## src/sv/dbgm_pkg.sv

```systemverilog
// Shared types and constants for the draw batch group merge core.
// Used by dbgm_front, dbgm_back and draw_batch_group_merge_core.
`timescale 1ns / 1ps

package dbgm_pkg;

    // Default sizes
    localparam int MAX_COMMANDS_DEF = 1024;
    localparam int KEY_GROUPS_DEF   = 512;
    localparam int JOB_QDEPTH       = 4;

    // Command codes
    localparam logic [1:0] CMD_CLEAR = 2'd0;
    localparam logic [1:0] CMD_PUSH  = 2'd1;
    localparam logic [1:0] CMD_PULL  = 2'd2;

    // Input word
    typedef struct packed {
        logic [1:0]         cmd;
        logic               include_req;
        logic               blended;
        logic [7:0]         alpha_threshold;
        logic               two_sided;
        logic signed [31:0] vertex_offset;
        logic [31:0]        first_index;
        logic [31:0]        index_count;
    } t_in;

    // Result word
    typedef struct packed {
        logic               valid_res;
        logic [7:0]         out_alpha_threshold;
        logic               out_two_sided;
        logic [31:0]        out_index_count;
        logic [31:0]        out_first_index;
        logic signed [31:0] out_vertex_offset;
        logic [9:0]         position;
        logic               group_end;
        logic               list_end;
        logic [31:0]        merged_total;
        logic               overflow;
    } t_out;

    // Classified operation handed from front to back
    typedef enum logic [1:0] {
        OP_CLEAR,
        OP_PUSH,
        OP_PULL
    } t_op;

    typedef struct packed {
        t_op         op;
        logic [8:0]  key;
        logic [8:0]  grp;
        logic [31:0] vo;
        logic [31:0] fi;
        logic [31:0] ic;
    } t_job;

    // One command store entry
    typedef struct packed {
        logic [8:0]  key;
        logic [31:0] vo;
        logic [31:0] fi;
        logic [31:0] ic;
    } t_sdata;

    // Back end states
    typedef enum logic [3:0] {
        ST_CLR,
        ST_IDLE,
        ST_P_GRD,
        ST_P_SRD,
        ST_P_EXE,
        ST_Q_GRD,
        ST_Q_GCHK,
        ST_Q_WRD,
        ST_Q_WCHK,
        ST_Q_DRD,
        ST_Q_DOUT,
        ST_EMIT
    } t_bstate;

endpackage

```

## src/sv/dbgm_front.sv

```systemverilog
// Front end: accepts input words, filters and classifies them, queues jobs.
// Depends on dbgm_pkg.
`timescale 1ns / 1ps

module dbgm_front #(
    parameter int KEY_GROUPS = dbgm_pkg::KEY_GROUPS_DEF
) (
    input  logic           i_clk,
    input  logic           i_rst_n,
    input  logic           push,
    output logic           full,
    input  dbgm_pkg::t_in  i_in,
    input  logic           i_busy,
    output logic           o_job_valid,
    output dbgm_pkg::t_job o_job,
    input  logic           i_job_ready
);

    localparam int QD = dbgm_pkg::JOB_QDEPTH;
    localparam int PW = $clog2(QD);
    localparam int NW = $clog2(QD + 1);

    dbgm_pkg::t_job r_q [QD];
    logic [PW-1:0]  r_wp, r_rp;
    logic [NW-1:0]  r_cnt;

    logic           w_acc, w_keep, w_deq;
    dbgm_pkg::t_job w_job;
    logic [8:0]     w_key, w_rem;
    logic [17:0]    w_div;

    assign full  = (r_cnt == NW'(QD)) || i_busy;
    assign w_acc = push && !full;

    // classify and reduce the key to a group by shifted subtraction
    always_comb begin
        w_key  = {i_in.two_sided, i_in.alpha_threshold};
        w_rem  = w_key;
        w_div  = '0;
        for (int j = 8; j >= 0; j--) begin
            w_div = 18'(KEY_GROUPS) << j;
            if ({9'b0, w_rem} >= w_div) w_rem = w_rem - w_div[8:0];
        end
        w_job.key = w_key;
        w_job.grp = w_rem;
        w_job.vo  = i_in.vertex_offset;
        w_job.fi  = i_in.first_index;
        w_job.ic  = i_in.index_count;
        w_job.op  = dbgm_pkg::OP_CLEAR;
        w_keep    = 1'b0;
        unique case (i_in.cmd)
            dbgm_pkg::CMD_CLEAR: begin
                w_job.op = dbgm_pkg::OP_CLEAR;
                w_keep   = 1'b1;
            end
            dbgm_pkg::CMD_PUSH: begin
                w_job.op = dbgm_pkg::OP_PUSH;
                w_keep   = i_in.include_req && !i_in.blended;
            end
            dbgm_pkg::CMD_PULL: begin
                w_job.op = dbgm_pkg::OP_PULL;
                w_keep   = 1'b1;
            end
            default: w_keep = 1'b0;
        endcase
    end

    assign o_job_valid = (r_cnt != '0);
    assign o_job       = r_q[r_rp];
    assign w_deq       = o_job_valid && i_job_ready;

    // job queue storage
    always_ff @(posedge i_clk) begin
        if (w_acc && w_keep) r_q[r_wp] <= w_job;
    end

    // queue pointers
    always_ff @(posedge i_clk) begin
        if (!i_rst_n) begin
            r_wp  <= '0;
            r_rp  <= '0;
            r_cnt <= '0;
        end else begin
            if (w_acc && w_keep) r_wp <= r_wp + 1'b1;
            if (w_deq) r_rp <= r_rp + 1'b1;
            r_cnt <= r_cnt + NW'(w_acc && w_keep) - NW'(w_deq);
        end
    end

endmodule

```

## config.mk

```make
export PLATFORM = sky130hd
export DESIGN_NAME = dbgm_front
export DESIGN_NICKNAME = d
export VERILOG_FILES = /design/src/sv/dbgm_pkg.sv /design/src/sv/dbgm_front.sv
export SDC_FILE = /design/constraint.sdc
export NUM_CORES = 1
export LEC_CHECK = 0
export ABC_AREA = 1
export BUFFER_PORTS_ARGS = -buffer_cell sky130_fd_sc_hd__buf_2
export CORE_AREA = 4 4 185 187
export DETAILED_ROUTE_END_ITERATION = 12
export DIE_AREA = 0 0 189 191
export PLACE_DENSITY = 0.78
export SLEW_MARGIN = 40
export SYNTH_ARGS = -nofsm -noshare
export SYNTH_HDL_FRONTEND = slang
export SYNTH_SLANG_ARGS = --single-unit
```

## constraint.sdc

```tcl
create_clock -name i_clk -period 6.1 [get_ports i_clk]
set_input_delay 0.305 -clock i_clk [delete_from_list [all_inputs] [get_ports i_clk]]
set_output_delay 0.305 -clock i_clk [all_outputs]
set_load 0.03 [all_outputs]
```

==> results of run 1 <==
-- worst min-delay path by stage --
stage / slack, ns / start / end / depth (start not counted)
final: 0.02 / i_in[9] / r_q[3][9] / 1
after global routing: 0.008 / i_in[9] / r_q[3][9] / 1
after floorplan: 0.40 / i_rst_n / r_cnt[0] / 2
after CTS: 0.001 / i_in[29] / r_q[0][29] / 1
after global placement: 0.46 / r_rp[0] / r_rp[0] / 1
after detailed placement: 0.46 / r_rp[0] / r_rp[0] / 1
-- registers in the layout, summed over array words and instances (netlist names), named ones only --
name / count
r_cnt: 3
r_q: 428
r_rp: 2
r_wp: 2
-- per-stage QoR --
| stage | instances | hold WS, ns | instance area (sq um) | power [W] | setup WS [ns] |
|---|---|---|---|---|---|
| final | 1904 | 0.0190 | 20200 | 0.00792 | 2.51 |
| after floorplan | 1117 | 0.403 | 16400 | 0.00489 | 0.227 |
| after global routing | 1904 | 0.00758 | 20200 | 0.00825 | 2.31 |
| after CTS | 1902 | 0.00134 | 20200 | 0.00794 | 2.43 |
| after detailed placement | 1723 | 0.462 | 17800 | 0.00536 | 3.04 |
| after global placement | 1723 | 0.456 | 17800 | 0.00531 | 3.08 |
-- cells by family (layout without fill, tap and decap cells) --
logic type / Yosys count / after routing
AO/OA/AOI/OAI: 328 / 328
flip-flops: 437 / 437
other: 0 / 2
buffers and inverters: 102 / 445
XOR/XNOR: 1 / 1
adder cells (fa/ha/maj): 7 / 7
AND/OR/NAND/NOR: 242 / 242
-- routing by layer --
metal / part of all wire / GRT usage
met1: 0.40 / 0.265
met2: 0.49 / 0.338
met3: 0.083 / 0.0436
met4: 0.019 / 0.0518
met5: 0.00035 / 0
-- where the power goes --
part,internal [W],leakage (nW),total [W],switching [W]
combinational,0.000508,2.47,0.00191,0.00141
clock,0.00151,0.661,0.00255,0.00104
sequential,0.00339,3.94,0.00346,0.0000656
total,0.00541,7.07,0.00792,0.00251
-- cell type report --
type | instances | share of cell area
inverters | 23 | 0.00471
diodes | 2 | 0.000248
clock inverters | 19 | 0.00929
clock buffers | 57 | 0.0580
well taps | 442 | 0.0274
multi-input cells | 578 | 0.140
repair buffers | 346 | 0.114
flip-flops and latches | 437 | 0.646
-- Yosys cell counts --
cell type  count
edfxtp_1     428
nand3_1        3
ha_1           6
clkbuf_1      36
clkbuf_2       1
buf_2         10
nor2_1       229
inv_6          1
buf_4         13
inv_1         21
dfxtp_1        9
inv_2          1
o21ai_1       15
nand3b_1       1
o22ai_1      107
a21oi_1        3
a21boi_2       1
xnor2_1        1
o21ai_0      202
fa_1           1
buf_6         18
buf_12         1
nand2_1        9
==> results.json, run 1 <==
{
  "layout-drive-gt1-share": 0.211,
  "crit_type": "flip-flop to output pin",
  "final_util": 0.622,
  "routed_wl_microns": 36900,
  "drt-initial-drc-count": 946,
  "drcViolationCount": 0,
  "startpoint_type": "flip-flop",
  "hold_class": "input pin to flip-flop",
  "regArea_sq_um": 13000,
  "path_depth": 5,
  "leakage_nw": 7.07,
  "r2r-start": "r_cnt[1]",
  "r2r-end": "r_cnt[2]",
  "cts_buffers": 43,
  "ctsHoldBuffers": 103,
  "areaGrowthSynthToFinish_pct": 22.9,
  "synth_area_leaders": "edfxtp_1 78%, o21ai_0 6.2%, nor2_1 5.2%",
  "yosys.cell_types.count": 23,
  "grt_pass1_vias": 10600,
  "period_minus_slack_ns": 3.59,
  "synth_simple_gate_area_frac": 0.0557,
  "path_buf_inv": 3,
  "slew_headroom": 0.471,
  "path_delay_family": "buffers and inverters",
  "die-area_sq_um": 36100,
  "placementRows": 66,
  "status": "complete, no violations",
  "ys_ff_latch": 437,
  "endpoint": "o_job[28]",
  "synthAdderAreaFrac": 0.00579,
  "worstMarginPinSlew_ns": 0.794,
  "die_y_microns": 191,
  "period_share": 0.589,
  "cpPeakStageDelay_ns": 0.78,
  "hold_viol_final": 0,
  "wl_per_cell_microns": 19.4,
  "synth_top_area_share": 0.782,
  "initial_core_util": 0.506,
  "vias": 10400,
  "dp_hpwl_microns": 18900,
  "yosysTopAreaCell": "edfxtp_1",
  "post_cts.repair.setup_buffers": 0,
  "skew_ns": 0.0225,
  "cellPowerDensity_nw_per_um2": 392,
  "clockBufferDepth": 3,
  "critPathRequiredTime_ns": 5.79,
  "drv_cap": 0,
  "synthMuxAreaShare": 0,
  "finalMaxSlewViolations": 0,
  "postRouteAntennaNets": 0,
  "syn_inst": 1117,
  "path_max_fanout": 59,
  "critical_path.cell_chain": "clkinv_2, buf_4, o21ai_0, o22ai_1, buf_2",
  "grt_pass1_wl_microns": 57200,
  "yosysSeqAreaShare": 0.793,
  "root_buffer": "clkbuf_16",
  "multiInputGateArea_sq_um": 2830,
  "slowest_stage": "clkinv_2",
  "clock.fmax_mhz": 279,
  "ioPinCount": 232,
  "rsz0062_at_grt": "no",
  "clock-sinks": 437,
  "path_clk_slew_ns": 0.06,
  "synth-compound-area-share": 0.108,
  "vias_per_cell": 5.47,
  "portBuffers": 231,
  "final_common_cell": "edfxtp_1",
  "cts_resized": 0,
  "r2r_setup_slack_ns": 3.36,
  "drt_pass1_iterations": 5,
  "grt_use_total": 0.200,
  "endpoint_kind": "output pin",
  "core_sq_um": 32500,
  "gp_routability_congestion": 0.731,
  "die_w_microns": 189,
  "cts.htree.levels": 2,
  "cts_tree": "yes",
  "clk_latency_ns": 0.53,
  "synth_nets": 1238,
  "fin_setup_tns_ns": 0,
  "synthesis.area_sq_um": 16400,
  "synthXorXnorAreaFrac": 0.000533,
  "fillers": 2298,
  "overflow": 0,
  "synth_top_family_by_area": "compound AO/OA/AOI/OAI gates",
  "nNetsFinal": 1550,
  "ir_drop_uv": 264,
  "grt_max_degree": 143,
  "arrival_ns": 3.29,
  "final_cell_mix": "428 x edfxtp_1, 231 x buf_2, 225 x nor2_1",
  "setup_violations": 0,
  "r2r_cells": 13,
  "yosysWarnings": 0,
  "avgSynthCellArea_sq_um": 14.7,
  "antenna_found_initial": 3
}
Note: power is estimated with default switching activity, not from simulation.
==> run 2, diff against run 1 <==
- CORE_AREA: 4 4 185 187 -> 4 4 175 177
- DIE_AREA: 0 0 189 191 -> 0 0 179 181
- PLACE_DENSITY: 0.78 -> 0.83
- clock period: 6.1 -> 3.6 ns (I/O delays scaled with it)
==> run 2 against run 1 <==
Against the previous run:
- hold slack improved by 0.024 ns
- total power rose by 70%
- cell count fell by 1.7%
- routed wire length rose by 3.4%
- setup slack got worse by 1.7 ns
- register-to-register slack got worse by 2.5 ns
- largest cell class unchanged
- highest routed layer is now met4
==> results.json, run 2 (same netlist as run 1, synthesis figures left out) <==
{
  "core_sq_um": 29200,
  "status": "complete, no violations",
  "r2r_cells": 13,
  "overflow": 0,
  "ioPinCount": 232,
  "critPathRequiredTime_ns": 4.01,
  "nNetsFinal": 1568,
  "final_cell_mix": "428 x edfxtp_1, 231 x buf_2, 225 x nor2_1",
  "placementRows": 63,
  "period_minus_slack_ns": 2.75,
  "hold_viol_final": 0,
  "clk_latency_ns": 0.52,
  "finalMaxSlewViolations": 0,
  "vias": 10700,
  "drv_cap": 0,
  "root_buffer": "clkbuf_16",
  "initial_core_util": 0.562,
  "gp_routability_congestion": 0.790,
  "rsz0062_at_grt": "no",
  "worst_slack_ns": 0.849,
  "fillers": 1869,
  "die_y_microns": 181,
  "dpl-instance-area_sq_um": 17900,
  "ir_drop_uv": 496,
  "grt_max_degree": 215,
  "startpoint_type": "flip-flop",
  "top_register": "r_q",
  "r2r-end": "r_cnt[2]",
  "cts.htree.levels": 2,
  "skew_ns": 0.0111,
  "worstMarginPinSlew_ns": 0.794,
  "vias_per_cell": 5.70,
  "die_w_microns": 179,
  "path_max_fanout": 5,
  "cts_resized": 0,
  "multiInputGateArea_sq_um": 2830,
  "antenna_found_initial": 2,
  "hold_start": "i_in[107]",
  "portBuffers": 231,
  "hold_class": "input pin to flip-flop",
  "drt_pass1_iterations": 5,
  "layout-drive-gt1-share": 0.221,
  "regArea_sq_um": 13000,
  "hold_depth": 2,
  "place_inst": 1683,
  "wl_per_cell_microns": 20.4,
  "ctsHoldBuffers": 107,
  "clockBufferDepth": 3,
  "drt-initial-drc-count": 958,
  "grt_pass1_vias": 10900,
  "routed_wl_microns": 38200,
  "setup_violations": 0,
  "endpoint_kind": "flip-flop",
  "slew_headroom": 0.469,
  "total_power_w": 0.0134,
  "path_clk_slew_ns": 0.06,
  "r2r-start": "r_cnt[1]",
  "dp_hpwl_microns": 20600,
  "grt_use_total": 0.230,
  "clock-sinks": 437,
  "cts_tree": "yes",
  "final_common_cell": "edfxtp_1",
  "drcViolationCount": 0,
  "grt_pass1_wl_microns": 58700,
  "postRouteAntennaNets": 0,
  "largest_reg_flops": 428,
  "arrival_ns": 3.16,
  "place_ws_ns": 1.08,
  "r2r_setup_slack_ns": 0.85,
  "die-area_sq_um": 32400,
  "crit_type": "flip-flop to flip-flop",
  "fin_area_sq_um": 20400,
  "final_cells": 1871,
  "biggestRegsByFlops": "r_q x428, r_cnt x3",
  "areaGrowthSynthToFinish_pct": 24.1,
  "leakage_nw": 7.20,
  "post_cts.repair.setup_buffers": 0,
  "period_share": 0.764,
  "clock.fmax_mhz": 363,
  "holdPathEnd": "r_q[1][115]",
  "cts_buffers": 43,
  "cellPowerDensity_nw_per_um2": 659
}
==> run 2: cell types whose count changed in the layout (fill, tap and decap cells not counted), moves of 2 or more <==
| cell | previous run | this run |
|---|---|---|
| clkinv_2 | 7 | 9 |
| buf_4 | 6 | 14 |
| buf_12 | 1 | 10 |
| clkbuf_8 | 0 | 5 |
| buf_6 | 5 | 0 |
| dlygate4sd3_1 | 103 | 107 |
| clkinv_1 | 8 | 5 |
| bufinv_16 | 4 | 2 |
==> run 2: routing by layer <==
metal / routed length [microns] / GRT usage / up-vias / part of all wire
li1: - / - / 4843 / -
met1: 15300 / 0.305 / 5243 / 0.40
met2: 18900 / 0.391 / 492 / 0.49
met3: 3060 / 0.0448 / 79 / 0.080
met4: 967 / 0.0675 / 0 / 0.025
met5: 0 / 0 / - / 0
==> run 2: final cells by class <==
class / instances / share of cell area
Antenna cell: 2 / 0.000245
Clock buffer: 61 / 0.0606
Clock inverter: 16 / 0.00619
Inverter: 23 / 0.00454
Multi-Input combinational cell: 578 / 0.139
Sequential cell: 437 / 0.639
Tap cell: 390 / 0.0239
Timing Repair Buffer: 364 / 0.127
==> run 2: worst max-delay path, cell delays in order, from the launching register on <==
cell and delay [ns]:
dfxtp_1 0.34, nor2_1 0.32, nand2_1 0.13, nand3_1 0.11
nor2_1 0.08, inv_1 0.29, ha_1 0.30, inv_1 0.06
ha_1 0.15, inv_1 0.06, fa_1 0.40, xnor2_1 0.15
o21ai_0 0.19, a21oi_1 0.06
==> run 2: worst max path at each step <==
stage               slack [ns]        end      start
global placement          1.16   r_cnt[2]   r_cnt[1]
finish                    0.85   r_cnt[2]   r_cnt[1]
global route              0.70   r_cnt[2]   r_cnt[1]
detailed placement        1.08   r_cnt[2]   r_cnt[1]
floorplan                -0.50  r_q[0][0]   r_cnt[1]
CTS                       0.94  o_job[81]  flip-flop
==> run 2: power breakdown <==
group	switching, W	internal [W]
Combinational	0.00244	0.000914
Sequential	0.0000697	0.00574
Clock	0.00174	0.00253
==> run 2: stage by stage <==
stage / hold WS, ns / utilization / TNS, ns
4_1_cts: 0.00172 / 0.696 / 0
3_5_place_dp: 0.396 / 0.613 / 0
2_1_floorplan: 0.278 / - / -211.97
3_3_place_gp: 0.390 / 0.613 / 0
6_report: 0.0430 / 0.698 / 0
5_1_grt: 0.0445 / 0.698 / 0
